<file path="src/rtl/cfq_pkg.sv">
// Shared types, constants and command codes of the circular queue FIFO core.
package cfq_pkg;

    localparam int DEPTH  = 16;
    localparam int IDX_W  = $clog2(DEPTH);
    localparam int CNT_W  = $clog2(DEPTH + 1);
    localparam int CAP_W  = 5;
    localparam int WORD_W = 32;

    typedef enum logic [1:0] {
        CMD_PUSH   = 2'd0,
        CMD_POP    = 2'd1,
        CMD_CLEAR  = 2'd2,
        CMD_STATUS = 2'd3
    } cmd_t;

    typedef enum logic [1:0] {
        ST_OK         = 2'd0,
        ST_PUSH_FULL  = 2'd1,
        ST_POP_EMPTY  = 2'd2
    } status_t;

    typedef struct packed {
        cmd_t                     cmd;
        logic signed [WORD_W-1:0] push_value;
    } in_item_t;

    typedef struct packed {
        status_t                  status;
        logic signed [WORD_W-1:0] popped_value;
        logic signed [WORD_W-1:0] front_value;
        logic signed [WORD_W-1:0] back_value;
        logic [CAP_W-1:0]         entry_count;
        logic                     is_empty;
        logic                     is_full;
    } out_item_t;

    // Control that every cell of the chain sees in the same cycle.
    typedef struct packed {
        logic             shift;
        logic             load;
        logic [CNT_W-1:0] fill;
    } cell_ctrl_t;

endpackage

</file>
<file path="src/rtl/cfq_cell.sv">
// One storage cell of the FIFO chain: holds one word and takes its neighbor's on a pop.
module cfq_cell (
    input  logic                              aclk,
    input  logic [cfq_pkg::IDX_W-1:0]         cell_index,
    input  cfq_pkg::cell_ctrl_t               ctrl,
    input  logic signed [cfq_pkg::WORD_W-1:0] push_word,
    input  logic signed [cfq_pkg::WORD_W-1:0] right_word,
    output logic signed [cfq_pkg::WORD_W-1:0] cell_word
);

    logic signed [cfq_pkg::WORD_W-1:0] word_reg;
    logic signed [cfq_pkg::WORD_W-1:0] word_next;
    logic                              is_tail;

    // This cell is the first free slot when its position equals the fill level.
    assign is_tail = ({1'b0, cell_index} == ctrl.fill);

    always_comb begin
        word_next = word_reg;
        if (ctrl.shift) begin
            word_next = right_word;
        end else if (ctrl.load && is_tail) begin
            word_next = push_word;
        end
    end

    always_ff @(posedge aclk) begin
        word_reg <= word_next;
    end

    assign cell_word = word_reg;

endmodule

</file>
<file path="src/rtl/cfq_out_skid.sv">
// Two-entry output buffer that decouples result production from the receiver.
module cfq_out_skid (
    input  logic                aclk,
    input  logic                aresetn,
    input  logic                in_valid,
    output logic                in_ready,
    input  cfq_pkg::out_item_t  in_item,
    output logic                m_valid,
    input  logic                m_ready,
    output cfq_pkg::out_item_t  m_data
);

    logic               main_valid_reg;
    logic               main_valid_next;
    logic               skid_valid_reg;
    logic               skid_valid_next;
    cfq_pkg::out_item_t main_reg;
    cfq_pkg::out_item_t main_next;
    cfq_pkg::out_item_t skid_reg;
    cfq_pkg::out_item_t skid_next;
    logic               main_free;

    assign main_free = !main_valid_reg || m_ready;
    assign in_ready  = !skid_valid_reg;

    always_comb begin
        main_valid_next = main_valid_reg;
        skid_valid_next = skid_valid_reg;
        main_next       = main_reg;
        skid_next       = skid_reg;
        if (main_free) begin
            if (skid_valid_reg) begin
                main_next       = skid_reg;
                main_valid_next = 1'b1;
                skid_valid_next = 1'b0;
            end else begin
                main_valid_next = in_valid;
                if (in_valid) begin
                    main_next = in_item;
                end
            end
        end else if (in_valid && in_ready) begin
            skid_next       = in_item;
            skid_valid_next = 1'b1;
        end
    end

    always_ff @(posedge aclk) begin
        if (!aresetn) begin
            main_valid_reg <= 1'b0;
            skid_valid_reg <= 1'b0;
        end else begin
            main_valid_reg <= main_valid_next;
            skid_valid_reg <= skid_valid_next;
        end
    end

    always_ff @(posedge aclk) begin
        main_reg <= main_next;
        skid_reg <= skid_next;
    end

    assign m_valid = main_valid_reg;
    assign m_data  = main_reg;

endmodule

</file>
<file path="src/rtl/circular_queue_fifo_core.sv">
// Top level of the circular queue FIFO core: command decode, cell chain and result buffer.
//
// Usage: each transfer on the s_ channel carries one command (push, pop, clear or
// status only) with a push word. For every accepted command exactly one result
// transfer follows on the m_ channel, in order, with the status, the popped word,
// the front and back entries, the entry count and the empty and full flags as they
// stand after the command.
// The queue is held in a chain of cells ordered oldest first; a pop moves every
// cell one place toward the front together, a push loads the first free cell.
// The result of an input transfer is registered in the result buffer before m_ offers it.
// Throughput is one command per cycle while s_ready is high; the chain takes each in one update.
// A two-entry result buffer sits between the chain and m_, so a command is still
// accepted while one finished result waits; when the receiver stalls and both
// entries are full, s_ready drops until m_ready takes a result.
// The capacity in use is written through cfg_wr_en and cfg_wr_data; the user must
// write it only while idle, which the block does not enforce. A value of zero is
// taken as one, a value above the depth as the depth, and every write empties the queue.
// Reset (aresetn low, synchronous) empties the queue, sets the capacity to the full
// depth and discards any result not yet transferred.
module circular_queue_fifo_core (
    input  logic                         aclk,
    input  logic                         aresetn,
    input  logic                         s_valid,
    output logic                         s_ready,
    input  cfq_pkg::in_item_t            s_data,
    output logic                         m_valid,
    input  logic                         m_ready,
    output cfq_pkg::out_item_t           m_data,
    input  logic                         cfg_wr_en,
    input  logic [cfq_pkg::CAP_W-1:0]    cfg_wr_data
);

    localparam logic [cfq_pkg::CNT_W-1:0] DepthCount = cfq_pkg::CNT_W'(cfq_pkg::DEPTH);
    localparam logic [cfq_pkg::CNT_W-1:0] OneCount   = cfq_pkg::CNT_W'(1);

    logic [cfq_pkg::CNT_W-1:0]          count_reg;
    logic [cfq_pkg::CNT_W-1:0]          count_next;
    logic [cfq_pkg::CNT_W-1:0]          cap_reg;
    logic [cfq_pkg::CNT_W-1:0]          cap_next;
    logic signed [cfq_pkg::WORD_W-1:0]  back_reg;
    logic signed [cfq_pkg::WORD_W-1:0]  back_next;
    logic signed [cfq_pkg::WORD_W-1:0]  cell_word [cfq_pkg::DEPTH];
    logic signed [cfq_pkg::WORD_W-1:0]  front_word;
    logic [cfq_pkg::CNT_W-1:0]          cap_wide;
    logic                               accept;
    logic                               is_full_now;
    logic                               is_empty_now;
    logic                               do_push;
    logic                               do_pop;
    logic                               do_clear;
    logic                               res_ready;
    cfq_pkg::cell_ctrl_t                ctrl;
    cfq_pkg::out_item_t                 result;

    assign s_ready = res_ready;
    assign accept  = s_valid && res_ready;

    assign is_full_now  = (count_reg >= cap_reg);
    assign is_empty_now = (count_reg == '0);
    assign do_push  = accept && (s_data.cmd == cfq_pkg::CMD_PUSH) && !is_full_now;
    assign do_pop   = accept && (s_data.cmd == cfq_pkg::CMD_POP) && !is_empty_now;
    assign do_clear = accept && (s_data.cmd == cfq_pkg::CMD_CLEAR);

    assign ctrl.shift = do_pop;
    assign ctrl.load  = do_push;
    assign ctrl.fill  = count_reg;

    // The chain: cell 0 holds the oldest entry, the last cell shifts in zero.
    for (genvar gi = 0; gi < cfq_pkg::DEPTH; gi++) begin : g_cell
        logic signed [cfq_pkg::WORD_W-1:0] right_word;
        if (gi == cfq_pkg::DEPTH - 1) begin : g_last
            assign right_word = '0;
        end else begin : g_mid
            assign right_word = cell_word[gi + 1];
        end
        cfq_cell u_cell (
            .aclk       (aclk),
            .cell_index (cfq_pkg::IDX_W'(gi)),
            .ctrl       (ctrl),
            .push_word  (s_data.push_value),
            .right_word (right_word),
            .cell_word  (cell_word[gi])
        );
    end

    // Capacity written through the configuration port, clamped into one to depth.
    assign cap_wide = cfq_pkg::CNT_W'(cfg_wr_data);

    always_comb begin
        cap_next = cap_reg;
        if (cfg_wr_en) begin
            if (cap_wide == '0) begin
                cap_next = OneCount;
            end else if (cap_wide > DepthCount) begin
                cap_next = DepthCount;
            end else begin
                cap_next = cap_wide;
            end
        end
    end

    always_comb begin
        count_next = count_reg;
        back_next  = back_reg;
        if (cfg_wr_en || do_clear) begin
            count_next = '0;
        end else if (do_push) begin
            count_next = count_reg + OneCount;
            back_next  = s_data.push_value;
        end else if (do_pop) begin
            count_next = count_reg - OneCount;
        end
    end

    // The front after this command: a fixed chain cell, or the word pushed into empty.
    always_comb begin
        if (do_pop) begin
            front_word = (cfq_pkg::DEPTH > 1) ? cell_word[1 % cfq_pkg::DEPTH] : '0;
        end else if (do_push && is_empty_now) begin
            front_word = s_data.push_value;
        end else begin
            front_word = cell_word[0];
        end
    end

    always_comb begin
        result.status = cfq_pkg::ST_OK;
        if (s_data.cmd == cfq_pkg::CMD_PUSH && is_full_now) begin
            result.status = cfq_pkg::ST_PUSH_FULL;
        end else if (s_data.cmd == cfq_pkg::CMD_POP && is_empty_now) begin
            result.status = cfq_pkg::ST_POP_EMPTY;
        end
        result.popped_value = do_pop ? cell_word[0] : '0;
        result.front_value  = (count_next == '0) ? '0 : front_word;
        result.back_value   = (count_next == '0) ? '0 : back_next;
        result.entry_count  = cfq_pkg::CAP_W'(count_next);
        result.is_empty     = (count_next == '0);
        result.is_full      = (count_next == cap_reg);
    end

    always_ff @(posedge aclk) begin
        if (!aresetn) begin
            count_reg <= '0;
            cap_reg   <= DepthCount;
        end else begin
            count_reg <= count_next;
            cap_reg   <= cap_next;
        end
    end

    always_ff @(posedge aclk) begin
        back_reg <= back_next;
    end

    cfq_out_skid u_out_skid (
        .aclk     (aclk),
        .aresetn  (aresetn),
        .in_valid (accept),
        .in_ready (res_ready),
        .in_item  (result),
        .m_valid  (m_valid),
        .m_ready  (m_ready),
        .m_data   (m_data)
    );

endmodule

</file>
<file path="config.mk">
export PLATFORM = sky130hd
export DESIGN_NAME = circular_queue_fifo_core
export DESIGN_NICKNAME = d
export VERILOG_FILES = /design/src/rtl/cfq_pkg.sv /design/src/rtl/cfq_cell.sv /design/src/rtl/cfq_out_skid.sv /design/src/rtl/circular_queue_fifo_core.sv
export SDC_FILE = /design/constraint.sdc
export NUM_CORES = 1
export LEC_CHECK = 0
export ABC_AREA = 1
export BUFFER_PORTS_ARGS = -buffer_cell sky130_fd_sc_hd__buf_2
export CAP_MARGIN = 0
export CELL_PAD_IN_SITES_DETAIL_PLACEMENT = 1
export CELL_PAD_IN_SITES_GLOBAL_PLACEMENT = 2
export CORE_ASPECT_RATIO = 0.5
export CORE_UTILIZATION = 39
export CTS_BUF_LIST = sky130_fd_sc_hd__clkbuf_4 sky130_fd_sc_hd__clkbuf_8
export CTS_CLUSTER_SIZE = 12
export DETAILED_ROUTE_END_ITERATION = 8
export PLACE_DENSITY_LB_ADDON = 0.1
export SLEW_MARGIN = 20
export SYNTH_ARGS = -nofsm -noshare
export SYNTH_HDL_FRONTEND = slang
export SYNTH_SLANG_ARGS = --single-unit
export TNS_END_PERCENT = 1
</file>
<file path="constraint.sdc">
create_clock -name aclk -period 7.4 [get_ports aclk]
set_input_delay 2.22 -clock aclk [delete_from_list [all_inputs] [get_ports aclk]]
set_output_delay 2.22 -clock aclk [all_outputs]
set_load 0.05 [all_outputs]
</file>
==> flow_summary.json <==
{
  "path_class": "input port to flip-flop",
  "ys_async_sr_fraction": 0,
  "finalWirelength_um": 84900,
  "grt_pass1_vias": 19900,
  "cpPeakStageDelay_ns": 0.62,
  "syn2layout_area_growth_pct": 13.5,
  "skew_ns": 0.0288,
  "switchingPower_mw": 2.56,
  "nFillCells": 8271,
  "hold_viol": 0,
  "path_delay_family": "simple AND/OR/NAND/NOR gates",
  "combPwrFrac": 0.107,
  "dieArea_mm2": 0.0787,
  "status": "completed",
  "drtPass1Iterations": 5,
  "grt_usage": 0.217,
  "antenna_left": 0,
  "cts_tree": "built",
  "r2r_setup_slack_ns": 3.36,
  "tns_ns": 0,
  "layout_setup_ws_ns": 2.86,
  "whs_ns": 0.451,
  "largest_register_ffs": 512,
  "rr_worst_depth": 15,
  "finalCritPeriodShare": 0.614,
  "clk_path_buf_depth": 3,
  "multi_input_area_mm2": 0.00738,
  "core_mm2": 0.0760,
  "ys_seq_area_frac": 0.725,
  "cts-hold-fix-buffers": 0,
  "syn_inst": 2735,
  "ff_latch_area_mm2": 0.0219,
  "r2r_end": "u_out_skid.m_data[20]$_DFFE_PP_",
  "relSlewSlack": 0.340,
  "cp-start-kind": "input port",
  "row_count": 71,
  "worstSetupEndpointType": "flip-flop",
  "yosysMostFrequentCell": "nand2_1",
  "grt_pass1_wl_um": 127000,
  "drive_gt1_frac": 0.149,
  "grt_max_degree": 167,
  "crit_top_cell": "nand2_1",
  "avgSynthCellArea_um2": 11.1,
  "synth_area_leader_cell": "edfxtp_1",
  "yosys-top-cells-count": "1203 x nand2_1, 658 x edfxtp_1, 143 x o21ai_0, 118 x inv_1, 117 x nand3_1",
  "wl_per_cell_um": 21.3,
  "cap_violations": 0,
  "clkPwrFrac": 0.359,
  "powerDensity_mw_per_mm2": 281,
  "gp_congestion": 0.802,
  "p_leak_nw": 13.3,
  "max_freq_mhz": 220,
  "clk_latency_ns": 0.75,
  "overflow": 0,
  "avgViaCountPerCell": 5.00,
  "clkSinkCount": 766,
  "final.min_clock_period_ns": 4.54,
  "antenna_found_initial": 13,
  "die_y_um": 199,
  "cts_buffers": 110,
  "post_cts_buffers": 0,
  "required_ns": 7.88,
  "synth_warnings": 0,
  "portBuffers": 150,
  "power_frac_seq": 0.534,
  "place_area_mm2": 0.0321,
  "hold_path_class": "flip-flop to flip-flop",
  "cts_root_buffer": "clkbuf_8",
  "dp_hpwl_um": 50300,
  "clk_pin_slew_ns": 0.06,
  "synth.ff_latch_count": 766,
  "worstMarginPinSlew_ns": 0.990,
  "ir_drop_uv": 122,
  "yosysTopAreaCellShare": 0.654,
  "syn-cell-area_mm2": 0.0302,
  "rsz0062_at_grt": "false",
  "cp.arrival_ns": 5.02,
  "pin_count": 151,
  "crit_slowest_cell": "buf_4",
  "hp-start": "g_cell[15].u_cell.cell_word[8]$_SDFFE_PP0P_",
  "switching_share": 0.266,
  "drc_errors": 0,
  "hold_depth": 2,
  "synthFlopType": "edfxtp_1",
  "fin_util": 0.452,
  "first_iter_violations": 1527,
  "p_int_mw": 7.07,
  "setup_viol": 0,
  "post_cts_resize_count": 0,
  "num_vias": 19900,
  "crit_buf_inv": 4,
  "worstReg2RegStart": "count_reg[2]$_SDFF_PN0_",
  "fin_nets": 2927,
  "syn_nets": 2790,
  "worstPathMaxFanout": 40,
  "start_util": 0.398,
  "die_w_um": 396,
  "stdcell_area_mm2": 0.0343,
  "slew_violations": 0,
  "cp_cell_sequence": "buf_2 -> inv_1 -> nand2_1 -> nor2_4 -> nand3_4 -> clkinv_2 -> nand2_2 -> nand2_1 -> nand2_2 -> nand2_1 -> nor2_4 -> buf_4 -> nor2_1 -> nand2_1 -> nand2_1",
  "synth_edf_count": 658,
  "synthTopCellsByArea": "edfxtp_1 65%, nand2_1 15%, dfxtp_1 7.2%",
  "htreeDepth": 3,
  "hold_end": "g_cell[15].u_cell.cell_word[8]$_SDFFE_PP0P_",
  "ys_types": 35,
  "place_ws_ns": 2.10
}
## layout by cell type (no fill, tap or decap), drive strengths merged
master	netlist	final
xor2	1	1
and2	1	1
nand4	8	8
or2	26	26
a31oi	33	33
nand3	120	120
clkinv	1	36
ha	11	11
inv	124	126
nand2	1208	1208
dfxtp	108	108
nor3	2	2
nor2	87	87
clkbuf	94	168
clkinvlp	0	1
o31ai	2	2
edfxtp	658	658
diode	0	5
xnor2	1	1
o21ai	144	144
buf	61	180
a21oi	45	45
## tightest hold or removal path, stage by stage, from the launching register on
cell	delay (ns)
dfxtp_1	0.30
inv_1	0.06
a21oi_1	0.05
## per-layer routing
layer,vias to the layer above,global-route usage,share of wire
li1,9399,-,-
met3,106,0.0405,0.056
met2,433,0.311,0.41
met1,10000,0.334,0.51
met5,-,0,0
met4,0,0.0579,0.017
## power groups by stage
stage	combinational, mW	clock [mW]	sequential, mW
5_1_grt	1.14	3.74	5.17
3_3_place_gp	1.01	0	5.23
3_5_place_dp	1.03	0	5.24
6_report	1.03	3.46	5.15
2_1_floorplan	0.534	0	5.41
4_1_cts	1.04	3.58	5.15
## kinds of logic (layout without fill, tap and decap cells)
group / after synthesis / after routing / share of synthesized area
AO/OA/AOI/OAI: 224 / 224 / 0.0391
XOR/XNOR: 2 / 2 / 0.000579
adder cells (fa/ha/maj): 11 / 11 / 0.00455
buffers and inverters: 280 / 511 / 0.0375
flip-flops: 766 / 766 / 0.725
other: 0 / 5 / 0
AND/OR/NAND/NOR: 1452 / 1452 / 0.193
## worst max path at each step
| stage | cells past startpoint | start | endpoint | slack, ns |
|---|---|---|---|---|
| 5_1_grt | 15 | s_data[33] | u_out_skid.m_data[19]$_DFFE_PP_ | 2.66 |
| 3_3_place_gp | 12 | s_data[32] | u_out_skid.m_data[24]$_DFFE_PP_ | 2.01 |
| 4_1_cts | 15 | s_data[33] | u_out_skid.m_data[8]$_DFFE_PP_ | 2.91 |
| 6_report | 15 | s_data[33] | u_out_skid.m_data[20]$_DFFE_PP_ | 2.86 |
| 3_5_place_dp | 15 | s_data[33] | u_out_skid.m_data[8]$_DFFE_PP_ | 2.10 |
| 2_1_floorplan | 3 | m_ready | u_out_skid.skid_reg[0]$_DFFE_PP_ | 0.04 |
## area by class of cell
cell class                 count  share of cell area
sequential                   766               0.639
multi-input combinational   1689               0.215
inverter                     125              0.0138
tap                         1022              0.0372
antenna                        5            0.000364
clock buffer                 168              0.0608
clock inverter                38             0.00514
timing repair buffer         180              0.0292
## per-stage QoR
| step | std cells | power, mW |
|---|---|---|
| 6_report | 3993 | 9.64 |
| 5_1_grt | 3988 | 10.1 |
| 4_1_cts | 3988 | 9.77 |
| 3_5_place_dp | 3782 | 6.27 |
| 3_3_place_gp | 3782 | 6.24 |
| 2_1_floorplan | 2735 | 5.94 |
Note: power is estimated with default switching activity, not from simulation.
